<file path="src/rtl/core/bqc_isqrt.sv">
// bqc_isqrt: pipelined integer square root, one root bit per register stage
// standalone; carries a sideband word alongside each request
module bqc_isqrt #(
  parameter int RW = 32,
  parameter int SW = 1
) (
  input  logic            clk,
  input  logic            rst,
  input  logic            en,
  input  logic            in_valid,
  input  logic [2*RW-1:0] x,
  input  logic [SW-1:0]   side_in,
  output logic            out_valid,
  output logic [RW-1:0]   root,
  output logic [SW-1:0]   side_out
);

  logic            stg_vld  [RW];
  logic [RW+1:0]   stg_rem  [RW];
  logic [RW-1:0]   stg_root [RW];
  logic [2*RW-1:0] stg_x    [RW];
  logic [SW-1:0]   stg_side [RW];

  for (genvar k = 0; k < RW; k++) begin : g_stage
    logic            v_p;
    logic [RW+1:0]   rem_p;
    logic [RW-1:0]   root_p;
    logic [2*RW-1:0] x_p;
    logic [SW-1:0]   sd_p;
    logic [RW+3:0]   rem2;
    logic [RW+3:0]   trial;
    logic [RW+3:0]   diff;
    logic            ge;

    if (k == 0) begin : g_first
      assign v_p    = in_valid;
      assign rem_p  = '0;
      assign root_p = '0;
      assign x_p    = x;
      assign sd_p   = side_in;
    end else begin : g_next
      assign v_p    = stg_vld[k-1];
      assign rem_p  = stg_rem[k-1];
      assign root_p = stg_root[k-1];
      assign x_p    = stg_x[k-1];
      assign sd_p   = stg_side[k-1];
    end

    assign rem2  = {rem_p, x_p[2*RW-1 -: 2]};
    assign trial = {2'b00, root_p, 2'b01};
    assign ge    = rem2 >= trial;
    assign diff  = ge ? (rem2 - trial) : rem2;

    always_ff @(posedge clk) begin
      if (rst) begin
        stg_vld[k] <= 1'b0;
      end else if (en) begin
        stg_vld[k] <= v_p;
      end
    end

    always_ff @(posedge clk) begin
      if (en) begin
        stg_rem[k]  <= diff[RW+1:0];
        stg_root[k] <= {root_p[RW-2:0], ge};
        stg_x[k]    <= x_p << 2;
        stg_side[k] <= sd_p;
      end
    end
  end

  assign out_valid = stg_vld[RW-1];
  assign root      = stg_root[RW-1];
  assign side_out  = stg_side[RW-1];

endmodule

</file>
<file path="config.mk">
export PLATFORM = sky130hd
export DESIGN_NAME = bqc_isqrt
export DESIGN_NICKNAME = d
export VERILOG_FILES = /design/src/rtl/core/bqc_isqrt.sv
export SDC_FILE = /design/constraint.sdc
export NUM_CORES = 2
export LEC_CHECK = 0
export BUFFER_PORTS_ARGS = -buffer_cell sky130_fd_sc_hd__buf_2
export CAP_MARGIN = 0
export CORE_UTILIZATION = 30
export DETAILED_ROUTE_END_ITERATION = 16
export REMOVE_ABC_BUFFERS = 1
export SETUP_SLACK_MARGIN = 0.15
export SYNTH_ARGS = -nofsm -noshare
export SYNTH_HDL_FRONTEND = slang
export SYNTH_MEMORY_MAX_BITS = 65536
export SYNTH_SLANG_ARGS = --single-unit
</file>
<file path="constraint.sdc">
create_clock -name clk -period 5.2 [get_ports clk]
set_input_delay 1.04 -clock clk [delete_from_list [all_inputs] [get_ports clk]]
set_output_delay 1.04 -clock clk [all_outputs]
set_load 0.01 [all_outputs]
</file>
Yosys cells after proc, flatten, opt, wreduce, memory -nomap -nowiden --
Memory sizes are Yosys's and may differ from the RTL's. Cells that the tools add are included.
Storage, ports and cells: memories 5, output and inout bits 34, flip-flop bits (word level) 0, RAM bits 4160, input bits 69
Memory list:
- stg_x | depth 32, width 62, read ports 31, clocked after Yosys merged registers in 0, write ports 32, RTL line 21 | logic [2*RW-1:0] stg_x [RW];
- stg_rem | depth 32, width 34, read ports 31, clocked after Yosys merged registers in 0, write ports 32, RTL line 19 | logic [RW+1:0] stg_rem [RW];
- stg_root | depth 32, width 32, read ports 32, clocked after Yosys merged registers in 0, write ports 32, RTL line 20 | logic [RW-1:0] stg_root [RW];
- stg_side | depth 32, width 1, read ports 32, clocked after Yosys merged registers in 0, write ports 32, RTL line 22 | logic [SW-1:0] stg_side [RW];
- stg_vld | depth 32, width 1, read ports 32, clocked after Yosys merged registers in 0, write ports 32, RTL line 18 | logic stg_vld [RW];
Cells by class: magnitude comparators 32, mux-type cells 70, add/subtract/negate cells 32, bitwise gates (word level) 32
Operator list (number):
- >= comparator 36 x 34 -> 1 bit | 31
- two-way mux 34 bit | 32
- subtractor 34 bit | 31
- two-way mux 1 bit | 38
- OR 1 bit | 32
- subtractor 2 x 1 -> 3 bit (second input constant) | 1
- >= comparator 2 x 1 -> 1 bit (second input constant) | 1

Logic depth before layout (Yosys ltp) --
depth in word-level cells 4, gate-level depth with buffers 14, gate-level depth less buffers 12

Worst setup path before layout --
No wires, ideal clock.
kind reg-to-reg, from memory stg_rem[1][374] (netlist bit), to memory stg_rem[1][412] (netlist bit), data pin, slack 2.066 ns, setup time 0.262 ns, cell stages (with the launch flop) 10, required time 4.938 ns, arrival time 2.872 ns, buffers on the path 1, clock period less this slack 3.134 ns, cell sequence edfxtp_1 > ha_1 > nor2b_1 > o31a_1 > o311a_1 > or3_1 > o21a_1 > a211oi_2 > buf_4 > mux2_1
RTL lines (RTL line):
- from (decl) | 19

==> flow_summary.rst <==
.. list-table::
   :header-rows: 1

   * - Metric
     - Value
   * - Final instance area
     - 138000 um2
   * - Pin count of the biggest net entering global routing
     - 137
   * - Utilization after layout
     - 34.5%
   * - Fmax
     - 255 MHz
   * - Hold Buf Count CTS
     - 0
   * - Die area
     - 404000 um2
   * - I/O pin count
     - 103
   * - Core footprint
     - 399000 um2
   * - Logic depth of the worst path, buffers included
     - 9
   * - Maxcap violations
     - 0
   * - Cell chain of the critical path
     - ha_1 > nor2b_1 > o311a_1 > o31ai_1 > a21oi_1 > o31ai_2 > nand4_1 > a311o_2 > mux2_1
   * - Total clock sinks
     - 2587
   * - Vias in the first global route
     - 69500
   * - Cell count after synthesis
     - 9268
   * - Hold Path Class
     - input pin to flip-flop
   * - Number of flops mapped to enable cells by yosys
     - 2587
   * - Worst hold-check slack
     - 0.264 ns
   * - Nets
     - 10200
   * - Multi-input gate area in the final layout
     - 39300 um2
   * - Clock insertion delay at the later pin of the skew report
     - 0.95 ns
   * - Starting DRC count in detailed routing
     - 4369
   * - Count of different cell masters after synthesis
     - 111
   * - Vias/cell
     - 4.67
   * - Setup TNS Final
     - 0 ns
   * - Clock tree from TritonCTS
     - yes
   * - Setup repair after global routing missed its margin
     - false
   * - Leading cell type in the layout, fill and taps excluded
     - sky130_fd_sc_hd__edfxtp_1
   * - Area share of the largest cell type after synthesis
     - 64.6%
   * - Highest-delay cell along the critical path
     - sky130_fd_sc_hd__a311o_2
   * - Count of cells resized by post-cts repair
     - 0
   * - Routed length per placed instance
     - 15.7 um
   * - Sequential cell area
     - 77700 um2
   * - Remaining number of nets flagged by the antenna check after routing
     - 0
   * - Worst path required time
     - 5.81 ns
   * - Timing startpoint of the critical path
     - stg_rem[1][408]
   * - Number of CTS-inserted buffers
     - 307
   * - Crit path buffers/inverters
     - 0
   * - Status
     - finished clean
   * - Synthesized area per cell
     - 13.0 um2
   * - Worst r2r dst
     - stg_rem[1][451]
   * - Port bufs
     - 102
   * - Period utilization
     - 75.3%
   * - Via count
     - 70500
   * - Top flip-flop cell by instance count after synthesis
     - sky130_fd_sc_hd__edfxtp_1
   * - Top fanout value on the critical path
     - 55
   * - Worst r2r src
     - stg_rem[1][408]
   * - Total congestion overflow
     - 0
   * - Yosys warning total
     - 0
   * - Share of final-layout standard cells stronger than drive strength 1
     - 8.01%
   * - Syn-to-layout area delta
     - 14.3%
   * - Maximum vdd ir drop
     - 0.000263 V
   * - H-tree depth reported by CTS
     - 5
   * - Count of pins over their slew limit
     - 0
   * - Delay of the slowest critical-path stage
     - 0.75 ns
   * - Finish-stage setup viols
     - 0
   * - Family of cells with the greatest summed delay on the critical path
     - compound AO/OA/AOI/OAI gates
   * - Final period demand of the worst path
     - 3.91 ns
   * - DRT Pass-1 Iters
     - 6
   * - Count of standard-cell rows
     - 232
   * - Fraction of registers with async set or reset after synthesis
     - 0%
   * - Endpoint class of the critical path
     - flip-flop
   * - Area contributors post-synth
     - sky130_fd_sc_hd__edfxtp_1, sky130_fd_sc_hd__ha_1, sky130_fd_sc_hd__xnor2_1
   * - Commonest cells after routing, fill and taps aside
     - sky130_fd_sc_hd__edfxtp_1, sky130_fd_sc_hd__inv_1, sky130_fd_sc_hd__nand2_1
   * - Antenna violations before repair
     - 1
   * - Global Route Usage Sum
     - 11.3%
   * - Post-synth top area cell
     - sky130_fd_sc_hd__edfxtp_1
   * - Pin slew with the least headroom to its limit
     - 1.01 ns
   * - Root Buffer Master
     - sky130_fd_sc_hd__clkbuf_16
   * - Number of hold-slack violations in the final timing report
     - 0
   * - Critical path startpoint category
     - flip-flop
   * - Clock input transition at the sequential cells of the worst setup and hold paths
     - 0.06 ns
   * - Leak pwr
     - 0.0512 uW
   * - Total wirelength of the detailed-routed design
     - 237000 um
   * - Critical path arrival
     - 4.52 ns
   * - Crit path to
     - stg_rem[1][451]
   * - Headroom to the max-slew limit
     - 32.5%
   * - Cell Pwr Density
     - 442 nW/um2
   * - Residual DRC
     - 0
   * - Clock tree skew after final layout
     - 0.0713 ns
   * - Fillers
     - 38900
   * - First-pass GRT wire length
     - 374000 um
   * - Total standard cell area after synthesis
     - 120000 um2
   * - Effective utilization at floorplan
     - 30.1%
   * - Cell count of the worst reg-to-reg path
     - 9
   * - DIE WIDTH
     - 635 um
   * - Count of state elements after synthesis
     - 2587
   * - Sequential cell area fraction in the yosys report
     - 64.6%
   * - Weighted congestion reported at the end of routability-driven placement
     - 0.900
   * - Max Buffers Root-to-Sink
     - 4
   * - Type of the worst setup path
     - flip-flop to flip-flop
   * - Post-DP HPWL
     - 167000 um
   * - Register-to-register path setup slack
     - 1.29 ns
   * - Post-CTS setup buffers
     - 0
   * - Total placed instance area
     - 128000 um2
   * - Die outline height
     - 635 um
worst reg2reg max path, stage by stage, from the launching register on:
cell and delay, ns:
sky130_fd_sc_hd__edfxtp_1 0.40, sky130_fd_sc_hd__ha_1 0.36, sky130_fd_sc_hd__nor2b_1 0.16, sky130_fd_sc_hd__o311a_1 0.31, sky130_fd_sc_hd__o31ai_1 0.40, sky130_fd_sc_hd__a21oi_1 0.24
sky130_fd_sc_hd__o31ai_2 0.41, sky130_fd_sc_hd__nand4_1 0.14, sky130_fd_sc_hd__a311o_2 0.75, sky130_fd_sc_hd__mux2_1 0.48
Yosys cell counts (13+ instances only):
master                        n
sky130_fd_sc_hd__edfxtp_1  2587
sky130_fd_sc_hd__inv_1      700
sky130_fd_sc_hd__nand2_1    613
sky130_fd_sc_hd__nor2_1     593
sky130_fd_sc_hd__a21oi_1    586
sky130_fd_sc_hd__ha_1       562
sky130_fd_sc_hd__xnor2_1    451
sky130_fd_sc_hd__o21ai_0    431
sky130_fd_sc_hd__xor2_1     396
sky130_fd_sc_hd__a21o_1     225
sky130_fd_sc_hd__nor3_1     200
sky130_fd_sc_hd__nand3_1    159
sky130_fd_sc_hd__clkbuf_1   132
sky130_fd_sc_hd__nand2b_1   124
sky130_fd_sc_hd__nor4_1     115
sky130_fd_sc_hd__or3_1      111
sky130_fd_sc_hd__o21a_1     109
sky130_fd_sc_hd__nand4_1    101
sky130_fd_sc_hd__a31oi_1     74
sky130_fd_sc_hd__nor2b_1     71
sky130_fd_sc_hd__and2_1      68
sky130_fd_sc_hd__a211oi_1    55
sky130_fd_sc_hd__mux2_2      50
sky130_fd_sc_hd__and3_1      47
sky130_fd_sc_hd__o211ai_1    47
sky130_fd_sc_hd__o21ai_1     44
sky130_fd_sc_hd__o21bai_1    43
sky130_fd_sc_hd__o31ai_1     43
sky130_fd_sc_hd__or4_1       42
sky130_fd_sc_hd__buf_2       37
sky130_fd_sc_hd__or2_2       27
sky130_fd_sc_hd__mux2_1      25
sky130_fd_sc_hd__nand3b_1    24
sky130_fd_sc_hd__nand4b_1    21
sky130_fd_sc_hd__a21boi_0    20
sky130_fd_sc_hd__and4_1      19
sky130_fd_sc_hd__a211o_1     18
sky130_fd_sc_hd__nor3b_1     14
sky130_fd_sc_hd__a31o_2      13
sky130_fd_sc_hd__mux2i_1     13
cell type report:
type | count | share of cell area (%)
flip-flops and latches | 2587 | 56.5
multi-input cells | 5794 | 28.6
clock buffers | 359 | 5.77
well taps | 5265 | 4.79
inverters | 706 | 1.93
clock inverters | 193 | 1.39
repair buffers | 195 | 1.08
diodes | 1 | 0.00182
cells by family (layout without fill, tap and decap cells):
| group | Yosys count | in the layout | share of synthesized area, % |
|---|---|---|---|
| buf+inv | 887 | 1453 | 2.82 |
| compound gates | 1887 | 1887 | 9.80 |
| xor+xnor | 847 | 847 | 6.16 |
| fa+ha+maj | 562 | 562 | 5.84 |
| other cells | 1 | 2 | 0.00312 |
| mux | 88 | 88 | 0.810 |
| flops | 2587 | 2587 | 64.6 |
| simple gates | 2409 | 2409 | 10.0 |
routing by layer:
layer  global-route usage (%)  vias to the layer above  wire [um]  part of all wire (%)
met4                     5.83                        0      12500                   5.3
met2                     19.3                     1421     112000                    47
met5                        0                        -          0                     0
li1                         -                    35000          -                     -
met1                     13.9                    33400     102000                    43
met3                     1.86                      553      10300                   4.3
report_power, final:
part	switching, uW	internal, uW	total, uW	leakage, uW
sequential	1590	26400	27900	0.0250
combinational	6890	4960	11900	0.0215
clock	8710	12300	21000	0.00474
stage by stage:
step / power, uW / cells / worst slack [ns]
floorplan: 36600 / 9087 / 0.637
global placement: 40100 / 14500 / 1.33
detailed placement: 40100 / 14500 / 1.29
CTS: 61600 / 15100 / 1.27
global route: 64000 / 15100 / 1.05
finish: 60800 / 15100 / 1.29
state kept, by name, indices dropped and copies added, names as in the netlist:
| register | flops |
|---|---|
| stg_vld | 32 |
| stg_side | 32 |
| stg_x | 992 |
| stg_rem | 1003 |
| stg_root | 528 |
worst min path at each step:
stage / endpoint / cells after the start / startpoint
2_1_floorplan: stg_side[0][10] / 0 / stg_side[0][9]
3_3_place_gp: stg_x[0][673] / 0 / stg_x[0][609]
3_5_place_dp: stg_x[0][147] / 0 / stg_x[0][83]
4_1_cts: stg_x[0][52] / 1 / x[52]
5_1_grt: stg_side[0][0] / 1 / side_in
6_report: stg_x[0][52] / 1 / x[52]
Power figures use the tool's default switching activity.
